--- src/design/apc_pkg.sv ---
// Shared types and constants for the arithmetic pixel compositor.
package apc_pkg;

    localparam int COEF_W      = 16;
    localparam int DIV_IN_W    = 33;
    localparam int DIV_OUT_W   = 25;
    localparam int SUM_W       = 27;
    localparam int PIPE_DEPTH  = 16;
    localparam int RECIP_SHIFT = 39;
    localparam logic [31:0] RECIP_255 = 32'h8080_8081;

    typedef enum logic [2:0] {
        REG_PRODUCT = 3'd0,
        REG_FIRST   = 3'd1,
        REG_SECOND  = 3'd2,
        REG_OFFSET  = 3'd3
    } reg_index_t;

    typedef struct packed {
        logic signed [COEF_W-1:0] product;
        logic signed [COEF_W-1:0] first;
        logic signed [COEF_W-1:0] second;
        logic signed [COEF_W-1:0] offset;
    } coef_t;

endpackage

--- src/design/apc_div255.sv ---
// Three-stage signed divide by 255, truncating toward zero.
module apc_div255
    import apc_pkg::*;
(
    input  logic                        clk,
    input  logic signed [DIV_IN_W-1:0]  num,
    output logic signed [DIV_OUT_W-1:0] quot
);

    logic [DIV_IN_W-1:0]         abs_full;
    logic                        neg_reg;
    logic [31:0]                 mag_reg;
    logic                        neg_b_reg;
    logic [63:0]                 prod_reg;
    logic [63:0]                 prod_next;
    logic signed [DIV_OUT_W-1:0] qmag;
    logic signed [DIV_OUT_W-1:0] quot_next;
    logic signed [DIV_OUT_W-1:0] quot_reg;

    assign abs_full  = num[DIV_IN_W-1] ? DIV_IN_W'(-num) : DIV_IN_W'(num);
    // Reciprocal multiply is exact for any 32-bit magnitude
    assign prod_next = mag_reg * RECIP_255;
    assign qmag      = $signed(prod_reg[63:RECIP_SHIFT]);
    assign quot_next = neg_b_reg ? -qmag : qmag;

    always_ff @(posedge clk)
    begin
        neg_reg   <= num[DIV_IN_W-1];
        mag_reg   <= abs_full[31:0];
        neg_b_reg <= neg_reg;
        prod_reg  <= prod_next;
        quot_reg  <= quot_next;
    end

    assign quot = quot_reg;

endmodule

--- src/design/apc_lane.sv ---
// Weighted sum of one channel pair: k1*ca*cb/255 + k2*ca + k3*cb.
module apc_lane
    import apc_pkg::*;
(
    input  logic                    clk,
    input  coef_t                   coef,
    input  logic [7:0]              ca,
    input  logic [7:0]              cb,
    output logic signed [SUM_W-1:0] sum
);

    logic [15:0]                 prod_reg;
    logic signed [24:0]          ta_next;
    logic signed [24:0]          tb_next;
    logic signed [24:0]          ta_reg;
    logic signed [24:0]          tb_reg;
    logic signed [DIV_IN_W-1:0]  kp_next;
    logic signed [DIV_IN_W-1:0]  kp_reg;
    logic signed [SUM_W-1:0]     lin_reg;
    logic signed [SUM_W-1:0]     lin_dly_reg [3];
    logic signed [DIV_OUT_W-1:0] kp_quot;
    logic signed [SUM_W-1:0]     sum_reg;

    assign ta_next = coef.first * $signed({1'b0, ca});
    assign tb_next = coef.second * $signed({1'b0, cb});
    assign kp_next = coef.product * $signed({1'b0, prod_reg});

    always_ff @(posedge clk)
    begin
        prod_reg       <= ca * cb;
        ta_reg         <= ta_next;
        tb_reg         <= tb_next;
        kp_reg         <= kp_next;
        lin_reg        <= SUM_W'(ta_reg) + SUM_W'(tb_reg);
        // hold the linear terms while the product term is divided
        lin_dly_reg[0] <= lin_reg;
        lin_dly_reg[1] <= lin_dly_reg[0];
        lin_dly_reg[2] <= lin_dly_reg[1];
        sum_reg        <= SUM_W'(kp_quot) + lin_dly_reg[2];
    end

    apc_div255 u_div
    (
        .clk  (clk),
        .num  (kp_reg),
        .quot (kp_quot)
    );

    assign sum = sum_reg;

endmodule

--- config.mk ---
export PLATFORM = sky130hd
export DESIGN_NAME = apc_lane
export DESIGN_NICKNAME = d
export VERILOG_FILES = /design/src/design/apc_pkg.sv /design/src/design/apc_div255.sv /design/src/design/apc_lane.sv
export SDC_FILE = /design/constraint.sdc
export NUM_CORES = 2
export LEC_CHECK = 0
export BUFFER_PORTS_ARGS = -buffer_cell sky130_fd_sc_hd__buf_2
export CAP_MARGIN = 20
export CORE_MARGIN = 2
export CORE_UTILIZATION = 40
export DETAILED_ROUTE_END_ITERATION = 16
export GPL_TIMING_DRIVEN = 0
export PLACE_DENSITY = 0.56
export SLEW_MARGIN = 10
export SYNTH_ARGS = -nofsm -noshare
export SYNTH_HDL_FRONTEND = slang
export SYNTH_SLANG_ARGS = --single-unit
--- constraint.sdc ---
create_clock -name clk -period 12.1 [get_ports clk]
set_clock_uncertainty 0.05 [all_clocks]
set_input_delay 1.815 -clock clk [delete_from_list [all_inputs] [get_ports clk]]
set_output_delay 1.815 -clock clk [all_outputs]
set_load 0.01 [all_outputs]
* Word level (Yosys, flattened, before mapping)
Memory sizes are Yosys's and may differ from the RTL's.
Cells that the tools add are included.
** Storage, ports and cells
- Flip-flop bits (word level) :: 275
- Bits in writable memories :: 81
- Bits of input ports :: 81
- Output and inout bits :: 27
- Word-level logic and storage cells :: 23
- Memories kept :: 1
** Memories
- lin_dly_reg :: words 3, width 27, read ports 3, clocked after Yosys merged registers in 0, wr ports 3, line apc_lane.sv:20 : logic signed [SUM_W-1:0] lin_dly_reg [3];
** Cells by class
- Add/sub/neg operators :: 4
- Multipliers :: 5
- Mux-type cells :: 2
** Operator list (count)
- multiplier 32 x 32 -> 64 bit (second input constant) :: 1
- multiplier 16 x 9 -> 25 bit :: 2
- multiplier 16 x 17 -> 33 bit :: 1
- two-way mux 32 bit :: 1
- negator 32 bit :: 1
- adder 25 x 27 -> 27 bit :: 1
- adder 25 x 25 -> 26 bit :: 1
- two-way mux 25 bit :: 1
- negator 25 bit :: 1
- multiplier 8 x 8 -> 16 bit :: 1

* Depth between registers and ports, before layout
- Word-level depth :: 2
- Depth in mapped cells :: 24
- Depth with buffers taken out :: 23

* Cells and area by module
A second synthesis with hierarchy kept.
** Second synthesis, totals
- Cell total of the unflattened synthesis :: 3825
- Area, all modules :: 36079.6 µm²
** By module, submodules not included
- apc_lane :: times used 1, cells each 2990, area an instance 27510.1 µm²
- apc_div255 :: times used 1, cells each 835, area an instance 8569.5 µm²

* Worst setup path before layout
OpenSTA, ideal clock, no wires.
- Path type :: input to register
- Start point :: in coef[51] (netlist bit)
- End point :: reg kp_reg[28]
- Data arrival time :: 7.389 ns
- Required time :: 11.978 ns
- Path slack :: 4.589 ns
- Stages :: 21
- Path buffers :: 1
- Cell sequence :: clkbuf_1 nand2_1 fa_1 fa_1 fa_1 inv_1 fa_1 fa_1 inv_1 fa_1 inv_1 ha_1 o21ai_1 nand2b_1 and3_1 a221o_1 a221o_1 a21o_1 a21o_1 a21oi_2 xnor2_1
** On the way
- Longest elaborated chain between the ends :: 1
** Ends and longest elaborated chain
- from (decl) :: line apc_lane.sv:6 : input coef_t coef,
- multiplier 16 x 17 -> 33 bit :: line apc_lane.sv:26 : assign kp_next = coef.product * $signed({1'b0, prod_reg});
- named net kp_next[28] :: line apc_lane.sv:17 : logic signed [DIV_IN_W-1:0] kp_next;
- to (signal assigned) :: line apc_lane.sv:33 : kp_reg <= kp_next;
- to (decl) :: line apc_lane.sv:18 : logic signed [DIV_IN_W-1:0] kp_reg;
The timed path passes the listed nets, and every way through them passes these cells.

* Final worst setup path
Same ends and word-level chain as after synthesis.

==> metrics.cfg <==
[finish]
multiInputGateArea_um2 = 26070
register_area_um2 = 6286
areaGrowthSynthToFinish_pct = 8.708
drive_above_1_share_pct = 4.478
n_fill_cell = 8711
largest_reg_flops = 78
fin_nets = 5003

[worst_setup_path]
cp-end-kind = flip-flop
r2r_start = prod_reg[7]$_DFF_P_
crit_type = input port to flip-flop
rr_endpoint = kp_reg[28]$_DFF_P_
rr_worst_depth = 22
startpoint_type = input port
cp.arrival_ps = 8250
cp_max_fo = 10
r2r_setup_slack_ps = 5020
required_ps = 12520

[global_route]
antenna_found_initial = 8
grt_pass1_wl_um = 131800
grt_pass1_vias = 25270
grtUsageTotal_pct = 18.15
grt_overflow_total = 0
grt_start_max_net_pins = 14

[floorplanning]
core_area_um2 = 87970
die_y_um = 301.4
die_w_um = 301.4
core.rowCount = 109
die_area_um2 = 90860
initial_core_util_pct = 40.23
io_pins = 108

[clock_tree]
hold_buffers = 0
cts_buffer_depth = 3
clock_latency_ps = 550
clk_pin_slew_worst_paths_ps = 60
cts_buffers = 36
cts.htree.levels = 2
cts_resized = 0
cts_tree = done
cts.sinks = 314
root_buffer = clkbuf_16
postCtsSetupBuffers = 0

[yosys]
yosys.cell_count.top_type = inv_1
synth_cell_type_count = 70
yosysWarnings = 0
synth.largest_area_cell = fa_1
synth-async-reset-ratio_pct = 0
netlist_area_um2 = 35390
syn_nets = 4874
synth.area.top_cells = fa_1 27%, ha_1 20%, dfxtp_1 18%, inv_1 7.8%, and2_1 5.5%
synth_flop_cell = dfxtp_1
synthTopCellsByCount = 735 x inv_1, 576 x ha_1, 483 x fa_1, 332 x nand2_1, 314 x dfxtp_1
syn_inst = 3734
synth_top_cell_area_share_pct = 27.32
ys_seq_area_share_pct = 17.76
synth_edf_count = 0
syn_area_per_cell_um2 = 9.477
ys_seq_elements = 314

[sta]
fin_crit_sh_pct = 64.72
fmax_ghz = 0.1277
setup_violations = 0
setup_tns_ps = 0
max-slew-margin-rel_pct = 48.99
worst_slew_pin_slew_ps = 765.1
layout_min_cycle_time_ps = 7831
rsz0062_at_grt = false
slew_viol_final = 0
hold_viol = 0

[route]
drc = 0
antenna_left = 0
dr.pass1.iters = 7
viasPerCell = 4.779
wl_per_cell_um = 15.65
routed_wl_um = 79080
num_vias = 24150
drt-initial-drc-count = 1074

[job]
drv_cap = 0

[worst_hold_path]
hold_start = lin_dly_reg[0][18]$_DFF_P_
worstHoldEndpoint = lin_dly_reg[0][45]$_DFF_P_
hold_depth = 0
hp-class = flip-flop to flip-flop

[place]
routabilityCongestion = 0.8739
dp.final_hpwl_um = 67300
portBuffers = 91

[run_status]
outcome = completed

logic make-up (layout without fill, tap and decap cells):
group / count (synthesis) / after routing / share of synthesized area [%]
adders and majority gates: 1059 / 1059 / 47.69
and+or+nand+nor: 938 / 938 / 13.37
buffers and inverters: 808 / 960 / 8.571
AOI/OAI and AO/OA: 425 / 425 / 7.902
DFF: 314 / 314 / 17.76
xor gates and xnor gates: 189 / 189 / 4.678
muxes: 1 / 1 / 0.02829
other: 0 / 3 / 0
stage by stage:
stage / utilization, % / hold slack, ps / instances / instance area [µm²] / setup WS, ps
after floorplan: - / 259.6 / 3734 / 35390 / 4589
after global placement: 42.40 / 260.3 / 4990 / 37300 / 3713
after detailed placement: 42.40 / 262.1 / 4990 / 37300 / 3716
after CTS: 43.72 / 264.9 / 5051 / 38460 / 4246
after global routing: 43.72 / 271.1 / 5051 / 38460 / 4002
final: 43.73 / 267.1 / 5054 / 38470 / 4269
per-layer routing:
layer,track usage [%],vias to the layer above,share of wire (%)
met5,0,-,0.075
li1,-,12050,-
met2,29.47,389,45
met3,2.457,99,4.5
met4,4.087,10,1.9
met1,25.64,11600,49
area by class of cell:
type                       count  share of cell area (%)
sequential                   314                   16.34
clock buffer                  46                   2.621
tap                         1165                   3.789
multi-input combinational   2612                   67.77
antenna                        3                 0.01951
inverter                     737                   7.191
buffer                        71                  0.6928
clock inverter                15                  0.3968
timing repair buffer          91                   1.184
cell usage in the layout, fill, tap and decap left out, types with 8 or more instances in the layout:
cell type	n
a211oi_1	10
a21o_1	61
a21oi_1	111
a31oi_1	16
and2_1	313
and3_1	18
buf_2	91
clkbuf_1	73
clkbuf_16	36
dfxtp_1	314
fa_1	483
ha_1	576
inv_1	735
nand2_1	332
nand2b_1	26
nand3_1	19
nand4_1	8
nor2_1	109
nor2b_1	27
nor3_1	36
o211ai_1	8
o21a_1	19
o21ai_0	78
o21ai_1	17
o21bai_1	18
o31ai_1	17
o41ai_1	8
or3_1	16
or4_1	10
xnor2_1	149
xor2_1	40
worst max-delay path: stages:
cell,delay [ps]
buf_2,180
clkbuf_1,490
nand2_1,180
fa_1,610
fa_1,440
fa_1,510
inv_1,40
ha_1,330
fa_1,540
inv_1,50
fa_1,550
inv_1,50
ha_1,350
a21o_1,180
a21oi_1,180
nor3b_2,180
o31ai_1,110
a221o_1,360
a221o_1,410
a21o_1,220
a21o_1,190
a21oi_2,140
xnor2_1,130
how the worst max path moves through the flow:
stage,endpoint,slack (ps),start
3_3_place_gp,kp_reg[28]$_DFF_P_,3710,coef[51]
3_5_place_dp,kp_reg[28]$_DFF_P_,3720,coef[51]
6_report,kp_reg[28]$_DFF_P_,4270,coef[51]
2_1_floorplan,kp_reg[28]$_DFF_P_,4590,coef[51]
5_1_grt,kp_reg[28]$_DFF_P_,4000,coef[51]
4_1_cts,kp_reg[28]$_DFF_P_,4250,coef[51]
Power is not shown: default switching activity piles up to over one toggle a cycle in this logic, so the estimate is an artifact.
