## src/design/apc_pkg.sv

```systemverilog
// Shared types and constants for the arithmetic pixel compositor.
package apc_pkg;

    localparam int COEF_W      = 16;
    localparam int DIV_IN_W    = 33;
    localparam int DIV_OUT_W   = 25;
    localparam int SUM_W       = 27;
    localparam int PIPE_DEPTH  = 16;
    localparam int RECIP_SHIFT = 39;
    localparam logic [31:0] RECIP_255 = 32'h8080_8081;

    typedef enum logic [2:0] {
        REG_PRODUCT = 3'd0,
        REG_FIRST   = 3'd1,
        REG_SECOND  = 3'd2,
        REG_OFFSET  = 3'd3
    } reg_index_t;

    typedef struct packed {
        logic signed [COEF_W-1:0] product;
        logic signed [COEF_W-1:0] first;
        logic signed [COEF_W-1:0] second;
        logic signed [COEF_W-1:0] offset;
    } coef_t;

endpackage

```

## src/design/apc_div255.sv

```systemverilog
// Three-stage signed divide by 255, truncating toward zero.
module apc_div255
    import apc_pkg::*;
(
    input  logic                        clk,
    input  logic signed [DIV_IN_W-1:0]  num,
    output logic signed [DIV_OUT_W-1:0] quot
);

    logic [DIV_IN_W-1:0]         abs_full;
    logic                        neg_reg;
    logic [31:0]                 mag_reg;
    logic                        neg_b_reg;
    logic [63:0]                 prod_reg;
    logic [63:0]                 prod_next;
    logic signed [DIV_OUT_W-1:0] qmag;
    logic signed [DIV_OUT_W-1:0] quot_next;
    logic signed [DIV_OUT_W-1:0] quot_reg;

    assign abs_full  = num[DIV_IN_W-1] ? DIV_IN_W'(-num) : DIV_IN_W'(num);
    // Reciprocal multiply is exact for any 32-bit magnitude
    assign prod_next = mag_reg * RECIP_255;
    assign qmag      = $signed(prod_reg[63:RECIP_SHIFT]);
    assign quot_next = neg_b_reg ? -qmag : qmag;

    always_ff @(posedge clk)
    begin
        neg_reg   <= num[DIV_IN_W-1];
        mag_reg   <= abs_full[31:0];
        neg_b_reg <= neg_reg;
        prod_reg  <= prod_next;
        quot_reg  <= quot_next;
    end

    assign quot = quot_reg;

endmodule

```

## config.mk

```make
export PLATFORM = sky130hd
export DESIGN_NAME = apc_div255
export DESIGN_NICKNAME = d
export VERILOG_FILES = /design/src/design/apc_pkg.sv /design/src/design/apc_div255.sv
export SDC_FILE = /design/constraint.sdc
export NUM_CORES = 1
export LEC_CHECK = 0
export ABC_AREA = 1
export BUFFER_PORTS_ARGS = -buffer_cell sky130_fd_sc_hd__buf_2
export CORE_ASPECT_RATIO = 0.5
export CORE_MARGIN = 1.5
export CORE_UTILIZATION = 64
export CTS_BUF_LIST = sky130_fd_sc_hd__clkbuf_16
export DETAILED_ROUTE_END_ITERATION = 12
export GPL_TIMING_DRIVEN = 0
export PLACE_DENSITY = 0.86
export SYNTH_ARGS = -nofsm -noshare
export SYNTH_HDL_FRONTEND = slang
export SYNTH_SLANG_ARGS = --single-unit
```

## constraint.sdc

```tcl
create_clock -name clk -period 5.4 [get_ports clk]
set_clock_uncertainty 0.05 [all_clocks]
set_input_delay 0.54 -clock clk [delete_from_list [all_inputs] [get_ports clk]]
set_output_delay 0.54 -clock clk [all_outputs]
set_load 0.05 [all_outputs]
```

### Word-level counts from Yosys, hierarchy flattened

Cells that the tools add are included.

* output and inout port bits: 25
* register bits after elaboration: 123

* muxes and demuxes: 2
* multipliers: 1
* add/sub/neg operators: 2

Operators by type and width (count)
* multiplier 32 x 32 -> 64 bit (second input constant): 1
* two-way mux 32 bit: 1
* negator 32 bit: 1
* two-way mux 25 bit: 1
* negator 25 bit: 1

### Depth between registers and ports, before layout

Gate-level depths: netlist of run 1.

* word-level depth: 2
* mapped depth: 22
* mapped depth without buffers: 22

### Worst setup path after synthesis of run 1

No wires, ideal clock.

* path kind: register to register
* start: register mag_reg[2]
* end: register prod_reg[62]
* clock period less this slack: 4030 ps
* data required time: 5238 ps
* data arrival time: 3867 ps
* stages on the path, launching flop included: 16
* path buffers: 0
* slack: 1370 ps
* path through: dfxtp_1 -> ha_1 -> ha_1 -> xor2_1 -> ha_1 -> fa_1 -> fa_1 -> ha_1 -> ha_1 -> nand2_1 -> o21ai_0 -> a21oi_1 -> o21ai_1 -> a21oi_1 -> nand3_1 -> nand2_1

* cells in the longest elaborated chain, start to end: 1

Ends and longest elaborated chain
* start: declaration: RTL line apc_div255.sv:12 `logic [31:0] mag_reg;`
* start signal: assignment: RTL line apc_div255.sv:29 `mag_reg <= abs_full[31:0];`
* multiplier 32 x 32 -> 64 bit: RTL line apc_div255.sv:22 `assign prod_next = mag_reg * RECIP_255;`
* via prod_next[62]: RTL line apc_div255.sv:15 `logic [63:0] prod_next;`
* end signal: assignment: RTL line apc_div255.sv:31 `prod_reg <= prod_next;`
* end: declaration: RTL line apc_div255.sv:14 `logic [63:0] prod_reg;`

The timed path passes the listed nets, and every way through them passes these cells.

### Worst setup path after layout of run 1

* start: register mag_reg[10]
* end: register prod_reg[62]

The elaborated chain is that of the path after synthesis.

==> run_results.csv, run 1 <==
group,metric,value,unit
outcome,outcome,"complete, no violations",
detailed_routing,vias_per_cell,5.97,
critical_path,worstPathRequired,5610,ps
clock_network,ctsResizeCount,0,
global_routing,grt_use_total,38.6,%
floorplanning,row_count,32,
placed_design,dp_hpwl,27100,um
sta,min_period_over_period,96.4,%
clock_network,cts_max_path_buffers,2,
global_routing,grt_pass1_vias,9533,
sta,slew-limit-headroom,32.7,%
final_layout,synthToLayoutAreaGrowth,8.18,%
sta,min_period,5210,ps
sta,timing.fmax,192,MHz
final_layout,diodes,0,
power_and_ir_drop,p_sw_share,58.7,%
placed_design,dp_slack,352,ps
critical_path,crit_chain,"ha_1 -> ha_1 -> xor2_1 -> ha_1 -> fa_1 -> fa_1 -> ha_1 -> ha_1 -> nand2_1 -> o21ai_0 -> a21oi_1 -> o21ai_1 -> a21oi_1 -> nand3_1 -> nand2_1",
clock_network,cts_sinks,84,
yosys,ys_types,41,
global_routing,grt_antenna_before_repair,0,
final_layout,layout.nets,1770,
critical_path,crit_slowest_cell,"o21ai_0",
floorplanning,die_x,183,um
clock_network,postCtsSetupRepairBufs,0,
floorplanning,boundaryPins,59,
final_layout,largest_reg_flops,32,
min_path,hold_path_class,"reg2reg",
yosys,synth-seq-cells,84,
final_layout,utilization,71.8,%
clock_network,cts-root-buf,"clkbuf_16",
critical_path,crit_type,"reg2reg",
power_and_ir_drop,power.density,606,nW/um^2
critical_path,cp_max_fo,4,
sta,holdWs,289,ps
detailed_routing,post_drt_wl_per_cell,19.2,um
floorplanning,die_h,93.0,um
clock_network,clkLatencyLatePin,360,ps
job,maxCapViolations,0,
detailed_routing,routed_wl,31300,um
critical_path,r2r_slack,190,ps
power_and_ir_drop,power_leakage,6.22,nW
sta,tightest_slew,999,ps
placed_design,portBuffers,58,
floorplanning,start_util,66.3,%
min_path,hp-start,"neg_reg$_DFF_P_",
power_and_ir_drop,seqPwrFrac,14.6,%
clock_network,cts_buffers,9,
placed_design,gp_congestion,1.03,
final_layout,drive_gt1_share,7.29,%
clock_network,cts_tree,"built",
sta,slew_viol_final,0,
floorplanning,dieArea,17000,sq um
critical_path,crit_path_end_kind,"flip-flop",
power_and_ir_drop,irDropWorstVdd,0.000339,V
detailed_routing,vias,9734,
sta,fin_tns_setup,0,ps
yosys,syn_area,10400,sq um
critical_path,r2r-start,"mag_reg[10]$_DFF_P_",
global_routing,grt_overflow_total,0,
critical_path,critPathMostFrequentCell,"ha_1",
yosys,synth_warnings,0,
clock_network,ctsHoldBuffers,0,
power_and_ir_drop,intPower,2.80,mW
yosys,synth_nets,1701,
power_and_ir_drop,clock_power_share,9.3,%
sta,setup_viol,0,
critical_path,critPathMaxStageDelay,620,ps
detailed_routing,drcViolationCount,0,
global_routing,grt_max_degree,19,
critical_path,worstPathArrival,5410,ps
yosys,avgSynthCellArea,7.66,sq um
detailed_routing,ant_nets,0,
detailed_routing,drtIter0Drc,997,
sta,final-hold-violation-count,0,
global_routing,grt_pass1_wl,49200,um
power_and_ir_drop,comb_power_share,76.1,%
yosys,seq_area_frac_synth,16.2,%
yosys,netlist_instances,1353,
power_and_ir_drop,switching_power,3.98,mW
clock_network,clk_pin_slew,70,ps
critical_path,crit_start,"mag_reg[10]$_DFF_P_",
sta,worst_slack,192,ps
sta,rsz0062_at_grt,"false",
floorplanning,core_area,15600,sq um
critical_path,cp-start-kind,"flip-flop",
detailed_routing,firstDrtPassIters,6,
clock_network,cts_htree_levels,3,
## area by class of cell
class                      count  area [sq um]
multi-input combinational   1081          7970
buffer                         5          21.3
inverter                     183           687
clock inverter                 7          76.3
sequential                    84          1680
clock buffer                   9           225
fill                        1208          4410
tap                          204           255
timing repair buffer          58           290
## worst max-delay path, delay by kind of cell, from the launching register on
kind	cells	cell delay (ps)
xor+xnor	1	180
compound gates	4	1380
fa+ha+maj	7	2640
simple gates	3	330
flops	1	510
## cells in the mapped netlist (all sizes together)
cell / number / area [sq um]
nand2: 277 / 1050
ha: 272 / 3400
inv: 181 / 679
nor2: 158 / 634
a21oi: 89 / 445
dfxtp: 84 / 1680
o21ai: 66 / 342
nand3: 59 / 310
fa: 42 / 841
xor2: 41 / 359
xnor2: 19 / 166
nand4: 18 / 119
nor3: 13 / 86.3
o21bai: 7 / 52.6
nor4: 6 / 52.6
a21o: 3 / 22.5
clkbuf: 3 / 11.3
buf: 2 / 10.0
clkinv: 2 / 7.51
o21a: 2 / 15.0
o31ai: 2 / 15.0
or2: 2 / 12.5
a31oi: 1 / 6.26
a41oi: 1 / 8.76
and2: 1 / 6.26
nand3b: 1 / 7.51
o41ai: 1 / 8.76
## power by group through the flow
stage	combinational, mW	sequential, mW	clock (mW)
detailed placement	4.97	0.999	0
CTS	5.05	0.985	0.633
global placement	4.88	0.993	0
finish	5.17	0.994	0.629
floorplan	3.17	1.23	0
global route	5.69	1.01	0.660
## cell usage in the layout (no fill, tap or decap), drive strengths merged
cell	n
o21a	2
inv	184
a21oi	89
buf	60
nand2	277
dfxtp	84
nor3	13
a21o	3
nor2	158
nand4	18
o31ai	2
or2	2
a31oi	1
ha	272
o41ai	1
o21ai	66
xnor2	19
o21bai	7
and2	1
a41oi	1
nand3b	1
nor4	6
clkinv	6
clkbuf	12
xor2	41
fa	42
nand3	59
## stage by stage
| stage | instances | power [mW] | cell area, sq um |
|---|---|---|---|
| global placement | 1615 | 5.87 | 10900 |
| CTS | 1631 | 6.66 | 11200 |
| finish | 1631 | 6.79 | 11200 |
| floorplan | 1353 | 4.40 | 10400 |
| global route | 1631 | 7.36 | 11200 |
| detailed placement | 1615 | 5.97 | 10900 |
## worst paths after layout
path | end | cells past startpoint
hold reg to reg | neg_b_reg$_DFF_P_ | 0
setup reg to reg | prod_reg[62]$_DFF_P_ | 15
hold / removal | neg_b_reg$_DFF_P_ | 0
setup / recovery | prod_reg[62]$_DFF_P_ | 15
## cell families (layout without fill, tap and decap cells)
logic type	count (synthesis)	in the layout	share of synthesized area (%)
XOR/XNOR	60	60	5.07
flip-flops	84	84	16.2
adder cells (fa/ha/maj)	314	314	41.0
AO/OA/AOI/OAI	172	172	8.84
buffers and inverters	188	262	6.84
AND/OR/NAND/NOR	535	535	22.0
## per-layer routing
metal / track usage (%) / share of wire [%] / vias up
met5: 0 / 0 / -
met4: 15.6 / 3.6 / 0
met3: 9.04 / 9.6 / 96
met2: 63.6 / 44 / 509
met1: 48.9 / 43 / 4507
li1: - / - / 4622
Note: power is estimated with default switching activity, not from simulation.
==> run 2: changes to the inputs <==
--- a/config.mk
+++ b/config.mk
@@ -8,9 +8,8 @@
 export ABC_AREA = 1
 export BUFFER_PORTS_ARGS = -buffer_cell sky130_fd_sc_hd__buf_2
 export CORE_ASPECT_RATIO = 0.5
-export CORE_MARGIN = 1.5
+export CORE_MARGIN = 5
 export CORE_UTILIZATION = 64
-export CTS_BUF_LIST = sky130_fd_sc_hd__clkbuf_16
 export DETAILED_ROUTE_END_ITERATION = 12
 export GPL_TIMING_DRIVEN = 0
 export PLACE_DENSITY = 0.86
==> run 2 against run 1 <==
- final area up 0.13%
- combinational power up 1%
- critical path depth unchanged
- die area up 12%
- highest routed layer is now met5
==> run_results.csv, run 2 (same netlist as run 1, synthesis figures left out) <==
group,metric,value,unit
sta,rsz0062_at_grt,"false",
clock_network,ctsResizeCount,0,
clock_network,ctsHoldBuffers,0,
detailed_routing,post_drt_wl_per_cell,19.6,um
critical_path,cp-start-kind,"flip-flop",
sta,slew-limit-headroom,48.6,%
global_routing,grt_use_total,34.6,%
critical_path,cp_top_family,"adder cells",
critical_path,crit_buf_inv,0,
sta,tightest_slew,763,ps
critical_path,r2r_slack,410,ps
power_and_ir_drop,irDropWorstVdd,0.000370,V
critical_path,critPathMostFrequentCell,"ha_1",
detailed_routing,firstDrtPassIters,5,
detailed_routing,vias,9653,
floorplanning,core_area,15700,sq um
detailed_routing,routed_wl,32300,um
clock_network,cts_max_path_buffers,2,
critical_path,worstPathRequired,5610,ps
sta,min_period_over_period,92.3,%
job,maxCapViolations,0,
clock_network,clkLatencyLatePin,360,ps
placed_design,portBuffers,58,
sta,timing.fmax,201,MHz
final_layout,final_cell_mix,"nand2_1, ha_1, inv_1",
global_routing,grt_max_degree,18,
final_layout,ff_latch_area,1680,sq um
sta,fin_tns_setup,0,ps
clock_network,cts_buffers,9,
final_layout,synthToLayoutAreaGrowth,8.32,%
placed_design,dp_slack,626,ps
placed_design,gp_congestion,1.09,
final_layout,layout_commonest_cell,"nand2_1",
placed_design,dp_hpwl,27600,um
global_routing,grt_pass1_vias,9602,
clock_network,cts_sinks,84,
power_and_ir_drop,power.density,608,nW/um^2
min_path,hold_path_class,"reg2reg",
floorplanning,die_x,190,um
sta,worst_slack,414,ps
final_layout,fill_cells,1232,
critical_path,critPathMaxStageDelay,520,ps
clock_network,clk_pin_slew,70,ps
final_layout,diodes,0,
floorplanning,dieArea,19000,sq um
floorplanning,start_util,66.2,%
floorplanning,die_h,100,um
critical_path,crit_type,"reg2reg",
sta,setup_viol,0,
floorplanning,boundaryPins,59,
sta,min_period,4990,ps
final_layout,drive_gt1_share,7.29,%
final_layout,layout.nets,1770,
outcome,outcome,"complete, no violations",
clock_network,cts-root-buf,"clkbuf_16",
sta,slew_viol_final,0,
detailed_routing,drcViolationCount,0,
detailed_routing,vias_per_cell,5.86,
critical_path,crit_chain,"ha_1 -> ha_1 -> xor2_1 -> ha_1 -> fa_1 -> fa_1 -> ha_1 -> ha_1 -> nand2_1 -> o21ai_0 -> a21oi_1 -> o21ai_1 -> a21oi_1 -> nand3_1 -> nand2_1",
critical_path,crit_slowest_cell,"fa_1",
clock_network,cts_tree,"built",
global_routing,grt_antenna_before_repair,1,
critical_path,crit_path_end_kind,"flip-flop",
final_layout,largest_reg_flops,32,
clock_network,postCtsSetupRepairBufs,0,
sta,final-hold-violation-count,0,
detailed_routing,drtIter0Drc,767,
global_routing,grt_overflow_total,0,
critical_path,cp_max_fo,4,
final_layout,multiInputGateArea,7970,sq um
critical_path,worstPathArrival,5190,ps
floorplanning,row_count,32,
global_routing,grt_pass1_wl,50800,um
power_and_ir_drop,power_leakage,6.21,nW
clock_network,cts_htree_levels,3,
detailed_routing,ant_nets,0,
## run 2: cell types whose count changed in the layout (fill, tap and decap cells not counted), sizes merged
| cell | before | now |
|---|---|---|
| clkinv | 6 | 5 |
| clkinvlp | 0 | 1 |
## run 2: worst paths after layout
check / depth (start not counted) / to / from
max: 15 / prod_reg[62]$_DFF_P_ / mag_reg[10]$_DFF_P_
min: 0 / neg_b_reg$_DFF_P_ / neg_reg$_DFF_P_
max reg2reg: 15 / prod_reg[62]$_DFF_P_ / mag_reg[10]$_DFF_P_
min reg2reg: 0 / neg_b_reg$_DFF_P_ / neg_reg$_DFF_P_
## run 2: worst reg2reg max path: cells and delay by family (launching register included)
family,cells,cell delay [ps]
adders and majority gates,7,2650
xor gates and xnor gates,1,210
and+or+nand+nor,3,320
AOI/OAI and AO/OA,4,1190
DFF,1,450
## run 2: routing by layer
layer  track usage (%)  wire (um)
met1              44.0      13500
met2              56.3      14100
met3              10.6       3370
met4              12.4       1320
met5                 0         20
## run 2: per-stage QoR
| stage | hold slack, ps | utilization [%] | power [mW] | instance area (sq um) | instances |
|---|---|---|---|---|---|
| CTS | 287 | 71.7 | 6.67 | 11200 | 1648 |
| global placement | 261 | 69.8 | 5.86 | 10900 | 1632 |
| floorplan | 260 | - | 4.40 | 10400 | 1353 |
| global route | 294 | 71.7 | 7.38 | 11200 | 1648 |
| finish | 286 | 71.7 | 6.82 | 11200 | 1648 |
| detailed placement | 270 | 69.8 | 5.98 | 10900 | 1632 |
## run 2: power breakdown
group,switching [mW],internal (mW)
sequential,0.164,0.827
clock,0.288,0.324
combinational,3.54,1.68
total,3.99,2.83
## run 2: area by class of cell
| type | count | area share (%) |
|---|---|---|
| clock buffers | 9 | 2.01 |
| multi-input cells | 1081 | 71.0 |
| flip-flops and latches | 84 | 15.0 |
| clock inverters | 7 | 0.624 |
| well taps | 221 | 2.46 |
| plain buffers | 5 | 0.190 |
| inverters | 183 | 6.12 |
| repair buffers | 58 | 2.59 |
